[config.mk]
export PLATFORM = sky130hd
export DESIGN_NAME = signed_int16_to_decimal_ascii_flat
export DESIGN_NICKNAME = d
export VERILOG_FILES = /design/src/s16da_pkg.sv /design/src/s16da_value_if.sv /design/src/s16da_char_if.sv /design/src/signed_int16_to_decimal_ascii.sv /design/src/s16da_seq.sv /design/src/flat_wrapper.sv
export VERILOG_INCLUDE_DIRS = /design/src /design/src/src
export SDC_FILE = /design/constraint.sdc
export NUM_CORES = 1
export LEC_CHECK = 0
export BUFFER_PORTS_ARGS = -buffer_cell sky130_fd_sc_hd__buf_2
export CORE_MARGIN = 5
export CORE_UTILIZATION = 60
export DETAILED_ROUTE_END_ITERATION = 16
export GPL_ROUTABILITY_DRIVEN = 0
export GPL_TIMING_DRIVEN = 0
export HOLD_SLACK_MARGIN = 0.08
export PLACE_DENSITY = 0.8
export SLEW_MARGIN = 20
export SYNTH_ARGS = -nofsm -noshare
export SYNTH_HDL_FRONTEND = slang
export SYNTH_SLANG_ARGS = --single-unit
[constraint.sdc]
create_clock -name clk -period 5.8 [get_ports clk]
set_input_delay 1.16 -clock clk [delete_from_list [all_inputs] [get_ports clk]]
set_output_delay 1.16 -clock clk [all_outputs]
set_load 0.02 [all_outputs]
[src/signed_int16_to_decimal_ascii_macros.svh]
// assertion macros for the decimal text converter
// every macro expects clk and rst_n in scope
`ifndef SIGNED_INT16_TO_DECIMAL_ASCII_MACROS_SVH
`define SIGNED_INT16_TO_DECIMAL_ASCII_MACROS_SVH

// condition holds in the same cycle as the trigger
`define S16DA_ASSERT_NOW(label, trig, cond) \
    label: assert property (@(posedge clk) disable iff (!rst_n) (trig) |-> (cond)) \
        else $error("s16da check failed");

// condition holds in the cycle after the trigger
`define S16DA_ASSERT_NEXT(label, trig, cond) \
    label: assert property (@(posedge clk) disable iff (!rst_n) (trig) |=> (cond)) \
        else $error("s16da check failed");

`endif

[src/s16da_pkg.sv]
`timescale 1ns / 1ps
// ----------------------------------------------------------------------------
// s16da_pkg
// shared widths, ascii codes, microcode format and the control store
// ----------------------------------------------------------------------------
package s16da_pkg;

    localparam int VALUE_W    = 16;
    localparam int CHAR_W     = 8;
    localparam int NUM_DIGITS = 5;
    localparam int BCD_W      = 4 * NUM_DIGITS;
    localparam int CNT_W      = $clog2(VALUE_W);
    localparam int IDX_W      = $clog2(NUM_DIGITS);
    localparam int PC_W       = 3;
    localparam int OP_W       = 3;
    localparam int COND_W     = 3;

    localparam logic [CHAR_W-1:0] ASCII_ZERO  = 8'd48;
    localparam logic [CHAR_W-1:0] ASCII_MINUS = 8'd45;
    localparam logic [CHAR_W-1:0] ASCII_NINE  = 8'd57;

    // datapath operations
    localparam logic [OP_W-1:0] OP_NOP    = 3'd0;
    localparam logic [OP_W-1:0] OP_LOAD   = 3'd1;
    localparam logic [OP_W-1:0] OP_DABBLE = 3'd2;
    localparam logic [OP_W-1:0] OP_SIGN   = 3'd3;
    localparam logic [OP_W-1:0] OP_SKIP   = 3'd4;
    localparam logic [OP_W-1:0] OP_EMIT   = 3'd5;

    // branch conditions
    localparam logic [COND_W-1:0] C_NEVER     = 3'd0;
    localparam logic [COND_W-1:0] C_ALWAYS    = 3'd1;
    localparam logic [COND_W-1:0] C_CNT_NZ    = 3'd2;
    localparam logic [COND_W-1:0] C_LEAD_ZERO = 3'd3;
    localparam logic [COND_W-1:0] C_IDX_NZ    = 3'd4;

    // program steps
    localparam logic [PC_W-1:0] S_LOAD   = 3'd0;
    localparam logic [PC_W-1:0] S_DABBLE = 3'd1;
    localparam logic [PC_W-1:0] S_SIGN   = 3'd2;
    localparam logic [PC_W-1:0] S_SKIP   = 3'd3;
    localparam logic [PC_W-1:0] S_EMIT   = 3'd4;
    localparam logic [PC_W-1:0] S_DONE   = 3'd5;

    typedef struct packed {
        logic [OP_W-1:0]   op;
        logic [COND_W-1:0] cond;
        logic [PC_W-1:0]   target;
    } ctl_word_t;

    typedef struct packed {
        logic stall;
        logic cnt_nz;
        logic lead_zero;
        logic idx_nz;
    } seq_status_t;

    // control store: branch to target when cond holds, else fall through
    function automatic ctl_word_t ucode_rom(input logic [PC_W-1:0] pc);
        ctl_word_t w;
        unique case (pc)
            S_LOAD:   w = '{op: OP_LOAD,   cond: C_ALWAYS,    target: S_DABBLE};
            S_DABBLE: w = '{op: OP_DABBLE, cond: C_CNT_NZ,    target: S_DABBLE};
            S_SIGN:   w = '{op: OP_SIGN,   cond: C_NEVER,     target: S_LOAD};
            S_SKIP:   w = '{op: OP_SKIP,   cond: C_LEAD_ZERO, target: S_SKIP};
            S_EMIT:   w = '{op: OP_EMIT,   cond: C_IDX_NZ,    target: S_EMIT};
            S_DONE:   w = '{op: OP_NOP,    cond: C_ALWAYS,    target: S_LOAD};
            default:  w = '{op: OP_NOP,    cond: C_ALWAYS,    target: S_LOAD};
        endcase
        return w;
    endfunction

endpackage

[src/s16da_value_if.sv]
`timescale 1ns / 1ps
// ----------------------------------------------------------------------------
// s16da_value_if
// input channel carrying one signed 16-bit value per word
// ----------------------------------------------------------------------------
interface s16da_value_if;
    logic                                valid;
    logic                                ready;
    logic signed [s16da_pkg::VALUE_W-1:0] value;

    modport source (output valid, output value, input ready);
    modport sink   (input valid, input value, output ready);
endinterface

[src/s16da_char_if.sv]
`timescale 1ns / 1ps
// ----------------------------------------------------------------------------
// s16da_char_if
// output channel carrying one ascii character and its last flag per word
// ----------------------------------------------------------------------------
interface s16da_char_if;
    logic                          valid;
    logic                          ready;
    logic [s16da_pkg::CHAR_W-1:0]  out_char;
    logic                          last;

    modport source (output valid, output out_char, output last, input ready);
    modport sink   (input valid, input out_char, input last, output ready);
endinterface

[src/signed_int16_to_decimal_ascii.sv]
`timescale 1ns / 1ps
// each value is loaded, then run through the 16-step bit-serial double dabble loop,
//   then the sign step and the digit scan that skips leading zeros and emits the
//   digits; loading waits for an input value, and the sign step of a negative value
//   and the emit steps wait while the output register is full and the sink stalls
// the next value is taken only once the last character sits in the output register
// reset: asynchronous active low, clears the step counter, the digit pointer and the output valid
// ----------------------------------------------------------------------------
// signed_int16_to_decimal_ascii
// microcoded signed binary to decimal ascii converter
// ----------------------------------------------------------------------------
`include "signed_int16_to_decimal_ascii_macros.svh"

module signed_int16_to_decimal_ascii
(
    input  logic          clk,
    input  logic          rst_n,
    s16da_value_if.sink   num,
    s16da_char_if.source  text
);

    s16da_pkg::ctl_word_t   ctl;
    s16da_pkg::seq_status_t status;

    logic [s16da_pkg::VALUE_W-1:0] mag_reg, mag_next;
    logic                          neg_reg, neg_next;
    logic [s16da_pkg::CNT_W-1:0]   cnt_reg, cnt_next;
    logic [s16da_pkg::BCD_W-1:0]   bcd_reg, bcd_next;
    logic [s16da_pkg::IDX_W-1:0]   idx_reg, idx_next;
    logic                          out_valid_reg, out_valid_next;
    logic [s16da_pkg::CHAR_W-1:0]  out_char_reg, out_char_next;
    logic                          out_last_reg, out_last_next;

    logic [s16da_pkg::BCD_W-1:0]   bcd_adj;
    logic [s16da_pkg::VALUE_W-1:0] raw;
    logic [3:0]                    top_digit;
    logic                          slot_free;
    logic                          emit_req;
    logic                          do_step;
    logic                          is_minus;
    logic                          char_legal;

    s16da_seq u_seq
    (
        .clk    (clk),
        .rst_n  (rst_n),
        .status (status),
        .ctl    (ctl)
    );

    assign raw       = num.value;
    assign top_digit = bcd_reg[s16da_pkg::BCD_W-1 -: 4];
    assign slot_free = !out_valid_reg || text.ready;
    assign emit_req  = (ctl.op == s16da_pkg::OP_EMIT) ||
                       ((ctl.op == s16da_pkg::OP_SIGN) && neg_reg);

    assign status.stall     = ((ctl.op == s16da_pkg::OP_LOAD) && !num.valid) ||
                              (emit_req && !slot_free);
    assign status.cnt_nz    = (cnt_reg != '0);
    assign status.idx_nz    = (idx_reg != '0);
    assign status.lead_zero = (top_digit == 4'd0) && (idx_reg != '0);
    assign do_step          = !status.stall;

    assign num.ready     = (ctl.op == s16da_pkg::OP_LOAD);
    assign text.valid    = out_valid_reg;
    assign text.out_char = out_char_reg;
    assign text.last     = out_last_reg;

    assign is_minus   = (text.out_char == s16da_pkg::ASCII_MINUS);
    assign char_legal = is_minus ||
                        ((text.out_char >= s16da_pkg::ASCII_ZERO) &&
                         (text.out_char <= s16da_pkg::ASCII_NINE));

    // add-3 correction on every bcd digit of 5 or more ahead of the shift
    always_comb
    begin
        for (int d = 0; d < s16da_pkg::NUM_DIGITS; d++)
        begin
            if (bcd_reg[4*d +: 4] >= 4'd5)
            begin
                bcd_adj[4*d +: 4] = bcd_reg[4*d +: 4] + 4'd3;
            end
            else
            begin
                bcd_adj[4*d +: 4] = bcd_reg[4*d +: 4];
            end
        end
    end

    always_comb
    begin
        mag_next       = mag_reg;
        neg_next       = neg_reg;
        cnt_next       = cnt_reg;
        bcd_next       = bcd_reg;
        idx_next       = idx_reg;
        out_char_next  = out_char_reg;
        out_last_next  = out_last_reg;
        out_valid_next = out_valid_reg && !text.ready;

        if (do_step)
        begin
            case (ctl.op)
                s16da_pkg::OP_LOAD:
                begin
                    neg_next = raw[s16da_pkg::VALUE_W-1];
                    // most negative value wraps to its own unsigned magnitude
                    mag_next = raw[s16da_pkg::VALUE_W-1] ? (~raw + 1'b1) : raw;
                    cnt_next = s16da_pkg::CNT_W'(s16da_pkg::VALUE_W - 1);
                    bcd_next = '0;
                    idx_next = s16da_pkg::IDX_W'(s16da_pkg::NUM_DIGITS - 1);
                end
                s16da_pkg::OP_DABBLE:
                begin
                    bcd_next = {bcd_adj[s16da_pkg::BCD_W-2:0],
                                mag_reg[s16da_pkg::VALUE_W-1]};
                    mag_next = {mag_reg[s16da_pkg::VALUE_W-2:0], 1'b0};
                    cnt_next = cnt_reg - 1'b1;
                end
                s16da_pkg::OP_SIGN:
                begin
                    if (neg_reg)
                    begin
                        out_valid_next = 1'b1;
                        out_char_next  = s16da_pkg::ASCII_MINUS;
                        out_last_next  = 1'b0;
                    end
                end
                s16da_pkg::OP_SKIP:
                begin
                    if (status.lead_zero)
                    begin
                        bcd_next = {bcd_reg[s16da_pkg::BCD_W-5:0], 4'd0};
                        idx_next = idx_reg - 1'b1;
                    end
                end
                s16da_pkg::OP_EMIT:
                begin
                    out_valid_next = 1'b1;
                    out_char_next  = s16da_pkg::ASCII_ZERO + {4'd0, top_digit};
                    out_last_next  = !status.idx_nz;
                    bcd_next       = {bcd_reg[s16da_pkg::BCD_W-5:0], 4'd0};
                    if (status.idx_nz)
                    begin
                        idx_next = idx_reg - 1'b1;
                    end
                end
                default:
                begin
                end
            endcase
        end
    end

    always_ff @(posedge clk or negedge rst_n)
    begin
        if (!rst_n)
        begin
            out_valid_reg <= 1'b0;
            idx_reg       <= '0;
        end
        else
        begin
            out_valid_reg <= out_valid_next;
            idx_reg       <= idx_next;
        end
    end

    always_ff @(posedge clk)
    begin
        mag_reg      <= mag_next;
        neg_reg      <= neg_next;
        cnt_reg      <= cnt_next;
        bcd_reg      <= bcd_next;
        out_char_reg <= out_char_next;
        out_last_reg <= out_last_next;
    end

    // an accepted value always starts the conversion loop
    `S16DA_ASSERT_NEXT(a_accept_starts_loop, num.valid && num.ready, ctl.op == s16da_pkg::OP_DABBLE)
    // the minus sign never closes a number
    `S16DA_ASSERT_NOW(a_minus_not_last, text.valid && is_minus, !text.last)
    // only a minus sign or a decimal digit leaves the block
    `S16DA_ASSERT_NOW(a_char_range, text.valid, char_legal)
    // digit pointer stays inside the bcd register
    `S16DA_ASSERT_NOW(a_idx_range, 1'b1, idx_reg <= s16da_pkg::IDX_W'(s16da_pkg::NUM_DIGITS - 1))

endmodule

[src/s16da_seq.sv]
`timescale 1ns / 1ps
// ----------------------------------------------------------------------------
// s16da_seq
// step counter and control store; issues one control word per cycle
// ----------------------------------------------------------------------------
module s16da_seq
(
    input  logic                   clk,
    input  logic                   rst_n,
    input  s16da_pkg::seq_status_t status,
    output s16da_pkg::ctl_word_t   ctl
);

    logic [s16da_pkg::PC_W-1:0] pc_reg;
    logic [s16da_pkg::PC_W-1:0] pc_next;
    logic                       taken;

    assign ctl = s16da_pkg::ucode_rom(pc_reg);

    always_comb
    begin
        unique case (ctl.cond)
            s16da_pkg::C_NEVER:     taken = 1'b0;
            s16da_pkg::C_ALWAYS:    taken = 1'b1;
            s16da_pkg::C_CNT_NZ:    taken = status.cnt_nz;
            s16da_pkg::C_LEAD_ZERO: taken = status.lead_zero;
            s16da_pkg::C_IDX_NZ:    taken = status.idx_nz;
            default:                taken = 1'b0;
        endcase
    end

    always_comb
    begin
        if (status.stall)
        begin
            pc_next = pc_reg;
        end
        else if (taken)
        begin
            pc_next = ctl.target;
        end
        else
        begin
            pc_next = pc_reg + 1'b1;
        end
    end

    always_ff @(posedge clk or negedge rst_n)
    begin
        if (!rst_n)
        begin
            pc_reg <= s16da_pkg::S_LOAD;
        end
        else
        begin
            pc_reg <= pc_next;
        end
    end

endmodule

[src/flat_wrapper.sv]
// flat-port wrapper written by rule: the top's interface ports become plain ports
module signed_int16_to_decimal_ascii_flat 
  (clk, rst_n, num_valid, num_value, num_ready, text_valid, text_out_char, text_last, text_ready);
  s16da_value_if num_i ();
  s16da_char_if text_i ();
  input  logic clk;
  input  logic rst_n;
  input wire logic [$bits(num_i.valid)-1:0] num_valid;
  input wire logic [$bits(num_i.value)-1:0] num_value;
  output wire logic [$bits(num_i.ready)-1:0] num_ready;
  output wire logic [$bits(text_i.valid)-1:0] text_valid;
  output wire logic [$bits(text_i.out_char)-1:0] text_out_char;
  output wire logic [$bits(text_i.last)-1:0] text_last;
  input wire logic [$bits(text_i.ready)-1:0] text_ready;
  assign num_i.valid = num_valid;
  assign num_i.value = num_value;
  assign num_ready = num_i.ready;
  assign text_valid = text_i.valid;
  assign text_out_char = text_i.out_char;
  assign text_last = text_i.last;
  assign text_i.ready = text_ready;
  signed_int16_to_decimal_ascii u_core (.clk(clk), .rst_n(rst_n), .num(num_i), .text(text_i));
endmodule
======== Word-level counts from Yosys, hierarchy flattened ========
Index checks and enable logic that the tools add are counted.
storage, ports and cells
  output and inout port bits .............. 11
  logic and storage cells ................. 91
  flip-flop bits (word level) ............. 57
  input port bits ......................... 20
operators by class
  magnitude comparators ................... 5
  multiplexer cells ....................... 23
  add/subtract/negate cells ............... 10
  bitwise operators ....................... 2
  equal/unequal tests ..................... 16
  reduce and logical (&&, ||, !) cells .... 26
operator list
  operator                                                           count
  one-hot mux 20 bit (4 select lines)                                1
  one-hot mux 9 bit (5 select lines)                                 1
  one-hot mux 16 bit (2 select lines)                                1
  greater-or-equal comparator 4 x 3 -> 1 bit, second input constant  5
  2-to-1 mux 20 bit                                                  1
  == test 3 x 2 -> 1 bit, second input constant                      6
  adder 16 x 1 -> 16 bit, second input constant                      1
  adder 4 x 2 -> 4 bit, second input constant                        4
  2-to-1 mux 16 bit                                                  1
  2-to-1 mux 4 bit                                                   4
  inverter 16 bit                                                    1
  one-hot mux 8 bit (2 select lines)                                 1
  == test 3 bit, second input constant                               4
  2-to-1 mux 3 bit                                                   4
  == test 3 x 1 -> 1 bit, second input constant                      3
  one-hot mux 3 bit (3 select lines)                                 1
  2-to-1 mux 8 bit                                                   1
  one-hot mux 4 bit (2 select lines)                                 1
  nonzero test 4 bit                                                 2
  adder 6 x 4 -> 7 bit, first input constant                         1
  AND reduction 3 bit                                                2
  nonzero test 3 bit                                                 2
  logical AND 1 bit                                                  5
  logical NOT 1 bit                                                  5
  16 further kinds                                                   24

======== Depth between registers and ports, before layout ========
  word-level depth ........................ 9
  mapped depth ............................ 9
  gate-level depth less buffers ........... 7

======== By module ========
From an unflattened synthesis, not the netlist that was laid out.
second synthesis, totals
  cells, all modules ...................... 349
  area total of the unflattened synthesis .. 3468.3 sq um
modules (own cells, without submodules)
  module                         area each (sq um)  times used  seq. area each (sq um)  cells an instance
  signed_int16_to_decimal_ascii  3079.2             1           1511.4                  303
  s16da_seq                      389.1              1           75.1                    46

======== Least setup slack after synthesis ========
OpenSTA, ideal clock, no wires.
  path type ............................... input to register
  start point ............................. in text_ready
  end point ............................... reg u_core.bcd_reg[0] (netlist bit), enable pin
  data required time ...................... 5.422 ns
  path buffers ............................ 1
  cell stages on the path ................. 5
  setup time .............................. 0.378 ns
  slack ................................... 2.938 ns
  arrival ................................. 2.484 ns
  cells stage by stage .................... nand2b_1 -> mux2i_1 -> a32oi_1 -> clkbuf_1 -> o2111a_1
on the way
  word-level cells in the longest chain between the ends .. 6
ends and longest elaborated chain
  element                        RTL line                              text
  start, declared                flat_wrapper.sv:14                    input wire logic [$bits(text_i.ready)-1:0] text_ready;
  logical OR 1 bit               signed_int16_to_decimal_ascii.sv:53   assign slot_free = !out_valid_reg || text.ready;
  logical NOT 1 bit              signed_int16_to_decimal_ascii.sv:58   (emit_req && !slot_free);
  logical AND 1 bit              signed_int16_to_decimal_ascii.sv:58
  logical OR 1 bit               signed_int16_to_decimal_ascii.sv:57   assign status.stall = ((ctl.op == s16da_pkg::OP_LOAD) && !num.valid) ||
  inverter 1 bit (no line)       n/a
  AND reduction 3 bit (no line)  n/a
  end signal, assigned           signed_int16_to_decimal_ascii.sv:174  bcd_reg <= bcd_next;
  end, declared                  signed_int16_to_decimal_ascii.sv:28   logic [s16da_pkg::BCD_W-1:0] bcd_reg, bcd_next;
No other way between the ends.
A chain may end at the register's enable or synchronous reset.

======== Final worst setup path ========
  start point ............................. reg u_core.u_seq.pc_reg[0] (netlist bit)
  end point ............................... reg u_core.bcd_reg[7] (netlist bit), enable pin
on the way
  word-level cells in the longest chain between the ends .. 9
  elaborated cells between the ends (all ways) .. 20
  classes of those cells .................. 10 x eq/ne; 1 x mux; 1 x bitwise; 8 x reduce/logical
ends and longest elaborated chain
  element                                RTL line                             text
  start, declared                        s16da_seq.sv:14                      logic [s16da_pkg::PC_W-1:0] pc_reg;
  start signal, assigned                 s16da_seq.sv:52                      pc_reg <= s16da_pkg::S_LOAD;
  start signal, assigned                 s16da_seq.sv:56                      pc_reg <= pc_next;
  == test 3 bit (tied with other cells)  s16da_pkg.sv:61                      unique case (pc)
  one-hot mux 9 bit (5 select lines) *   s16da_pkg.sv:61
  == test 3 x 2 -> 1 bit                 signed_int16_to_decimal_ascii.sv:55  ((ctl.op == s16da_pkg::OP_SIGN) && neg_reg);
  logical AND 1 bit                      signed_int16_to_decimal_ascii.sv:55
  logical OR 1 bit                       signed_int16_to_decimal_ascii.sv:54  assign emit_req = (ctl.op == s16da_pkg::OP_EMIT) ||
  logical AND 1 bit                      signed_int16_to_decimal_ascii.sv:58
  logical OR 1 bit                       signed_int16_to_decimal_ascii.sv:57
  inverter 1 bit (no line)               n/a
  AND reduction 3 bit (no line) *        n/a
Mark *: on every way between the ends. The rest lies on a longest branch, timed or not.

==> reports/qor.yml <==
clocking:
  cts.sinks: 54
  clockBufferDepth: 2
  cts_tree: "built"
  clk_pin_slew_ps: 90
  cts_buffers: 5
  ctsHtreeMaxLevel: 2
  cts_setup_buffers: 0
  cts_resized: 0
  hold_buffers: 0
  clk_latency_ps: 310
  root_buffer: "clkbuf_8"
power_and_ir_drop:
  p_sw_w: 0.000783
  p_sw_share_pct: 40.7
  p_leak_nw: 1.42
  cellPowerDensity_nw_per_um2: 526
  seqPwrFrac_pct: 41.8
  p_comb_share_pct: 45.1
  clock_power_share_pct: 13.1
  internal_power_w: 0.00114
  max-vdd-ir-drop_uv: 284
detailed_routing:
  finalWirelength_mm: 5.99
  wl_per_cell_um: 13.7
  drc: 0
  vias_per_cell: 5.56
  vias: 2436
  drtAntennaViolNets: 0
  drt_pre_antenna_iters: 4
  initialDrtViolationCount: 162
synthesis:
  async_flop_share_pct: 13.0
  synth_area_sq_um: 3320
  synth_area_leaders: "edfxtp_1, ha_1, dfrtp_1"
  synth_seq_cells: 54
  ys_seq_area_share_pct: 47.8
  synth_edf_count: 47
  synth.top_cell.area_share_pct: 42.5
  synth_cell_types: 49
  synth_area_per_cell_sq_um: 10.1
  synth_warnings: 0
  ys.flop_type: "edfxtp_1"
  synth.largest_area_cell: "edfxtp_1"
  synthCells: 330
timing:
  setup_tns_ps: 0
  fin_ws_ps: 2610
  fin_crit_sh_pct: 55.1
  period_needed_ps: 3190
  rsz0062_at_grt: "no"
  setup_violations: 0
  hold_viol: 0
  worst_pin_slew_ps: 901
  drv_slew: 0
  timing.slew.headroom_pct: 39.9
  fin_skew_ps: 4.93
  max_freq_ghz: 0.313
hold_path:
  hold_end: "u_core.idx_reg[1]"
  hold_path_depth: 1
  worstHoldStart: "u_core.idx_reg[1]"
  min_path_type: "reg -> reg"
global_routing:
  antenna_found_initial: 0
  grt_pass1_vias: 2323
  gr-total-overflow: 0
  grtUsageTotal_pct: 17.8
  grt_max_degree: 21
  grt_pass1_wl_mm: 10.3
floorplanning:
  rows: 27
  die_y_um: 84.4
  die_w_um: 84.4
  dieArea_sq_um: 7120
  start_util_pct: 61.0
  coreArea_sq_um: 5440
  ios: 31
worst_setup_path:
  r2r_start: "u_core.u_seq.pc_reg[0]"
  crit_path_max_fanout: 20
  cp-start-kind: "flop"
  crit_arrival_ps: 3130
  crit_top_cell: "ha_1"
  cpPeakStageDelay_ps: 860
  cp-end-kind: "flop"
  critPathRequiredTime_ps: 5740
  crit_chain: "ha_1 -> ha_1 -> nor2_1 -> mux2i_1 -> a32oi_1 -> clkbuf_1 -> o2111a_1"
  cp-startpoint: "u_core.u_seq.pc_reg[0]"
  cp.buffers_inverters: 1
  cp_top_family: "compound AO/OA/AOI/OAI gates"
  r2r_end: "u_core.bcd_reg[7]"
  reg2reg_depth: 7
  crit_path_top_delay_cell: "o2111a_1"
  r2r_setup_slack_ps: 2610
  crit_type: "reg -> reg"
layout:
  largest_reg_flops: 20
  final_common_cell: "edfxtp_1"
  final_nets: 407
  drive_gt1_share_pct: 13.9
  final_cell_mix: "edfxtp_1, nand2_1, buf_2"
  area_delta_synth_final_pct: 10.2
  fin_util_pct: 67.2
  antennaDiodeCount: 0
  fillers: 443
placed_design:
  dp_slack_ps: 2370
  hpwl_mm: 4.52
  portBuffers: 27
run:
  cap_viol_max_count: 0
outcome:
  status: "completed"
## kinds of logic after synthesis
family | count (synthesis) | synth area share [%]
AOI/OAI and AO/OA | 84 | 15.7
xor gates and xnor gates | 21 | 5.54
adders and majority gates | 22 | 8.30
buffers and inverters | 35 | 4.53
DFF | 54 | 47.8
muxes | 4 | 1.24
other | 2 | 0.226
and+or+nand+nor | 108 | 16.6
## metrics by stage
| step | total power (W) | cells | hold slack, ps | instance area (sq um) |
|---|---|---|---|---|
| after floorplan | 0.00145 | 331 | 458 | 3320 |
| after global placement | 0.00164 | 430 | 471 | 3550 |
| after detailed placement | 0.00168 | 430 | 479 | 3550 |
| after global routing | 0.00209 | 438 | 531 | 3660 |
| after CTS | 0.00193 | 438 | 501 | 3660 |
| final | 0.00192 | 438 | 498 | 3660 |
## cell usage after synthesis, types with 2 or more instances
library cell,n
a21oi_1,17
a22o_1,5
a31oi_1,2
a32oi_1,3
and2_1,3
and3_1,2
buf_2,6
buf_4,3
clkbuf_1,5
conb_1,2
dfrtp_1,7
edfxtp_1,47
ha_1,22
inv_1,21
mux2i_1,3
nand2_1,46
nand2b_1,10
nand3_1,2
nand3b_1,2
nor2_1,16
nor2b_1,3
nor3_1,3
nor3b_1,9
o211ai_1,3
o21ai_0,32
o21ai_1,3
o21bai_1,2
o31ai_1,6
o41ai_1,2
or2_2,3
or4_4,2
or4b_1,2
xnor2_1,8
xor2_1,13
## power groups by stage
| stage | Clock [W] | Sequential (W) | Combinational [W] |
|---|---|---|---|
| 3_3_place_gp | 0 | 0.000805 | 0.000839 |
| 3_5_place_dp | 0 | 0.000812 | 0.000872 |
| 2_1_floorplan | 0 | 0.000803 | 0.000646 |
| 6_report | 0.000251 | 0.000804 | 0.000868 |
| 5_1_grt | 0.000272 | 0.000828 | 0.000986 |
| 4_1_cts | 0.000255 | 0.000805 | 0.000874 |
## final cells by class
class                      count  area (sq um)  share of cell area [%]
clock buffer                   6          72.6                    1.98
sequential                    54          1590                    43.4
clock inverter                 2          37.5                    1.03
tap                           72          90.1                    2.46
multi-input combinational    242          1590                    43.3
timing repair buffer          27           135                    3.69
inverter                      21          78.8                    2.16
buffer                        14          71.3                    1.95
## worst max path at each step
stage	end	slack [ps]	depth (start not counted)
after floorplan	u_core.bcd_reg[0]	2940	5
after CTS	u_core.bcd_reg[19]	2590	7
after global placement	u_core.bcd_reg[11]	2390	6
after global routing	u_core.bcd_reg[17]	2360	7
final	u_core.bcd_reg[7]	2610	7
after detailed placement	u_core.bcd_reg[8]	2370	6
## layer usage
| layer | vias to the layer above | track usage (%) | wire length (um) |
|---|---|---|---|
| li1 | 1245 | - | - |
| met1 | 1142 | 22.6 | 2750 |
| met2 | 43 | 30.7 | 2950 |
| met3 | 6 | 4.02 | 223 |
| met4 | 0 | 4.75 | 69 |
| met5 | - | 0 | 0 |
Power figures use the tool's default switching activity.
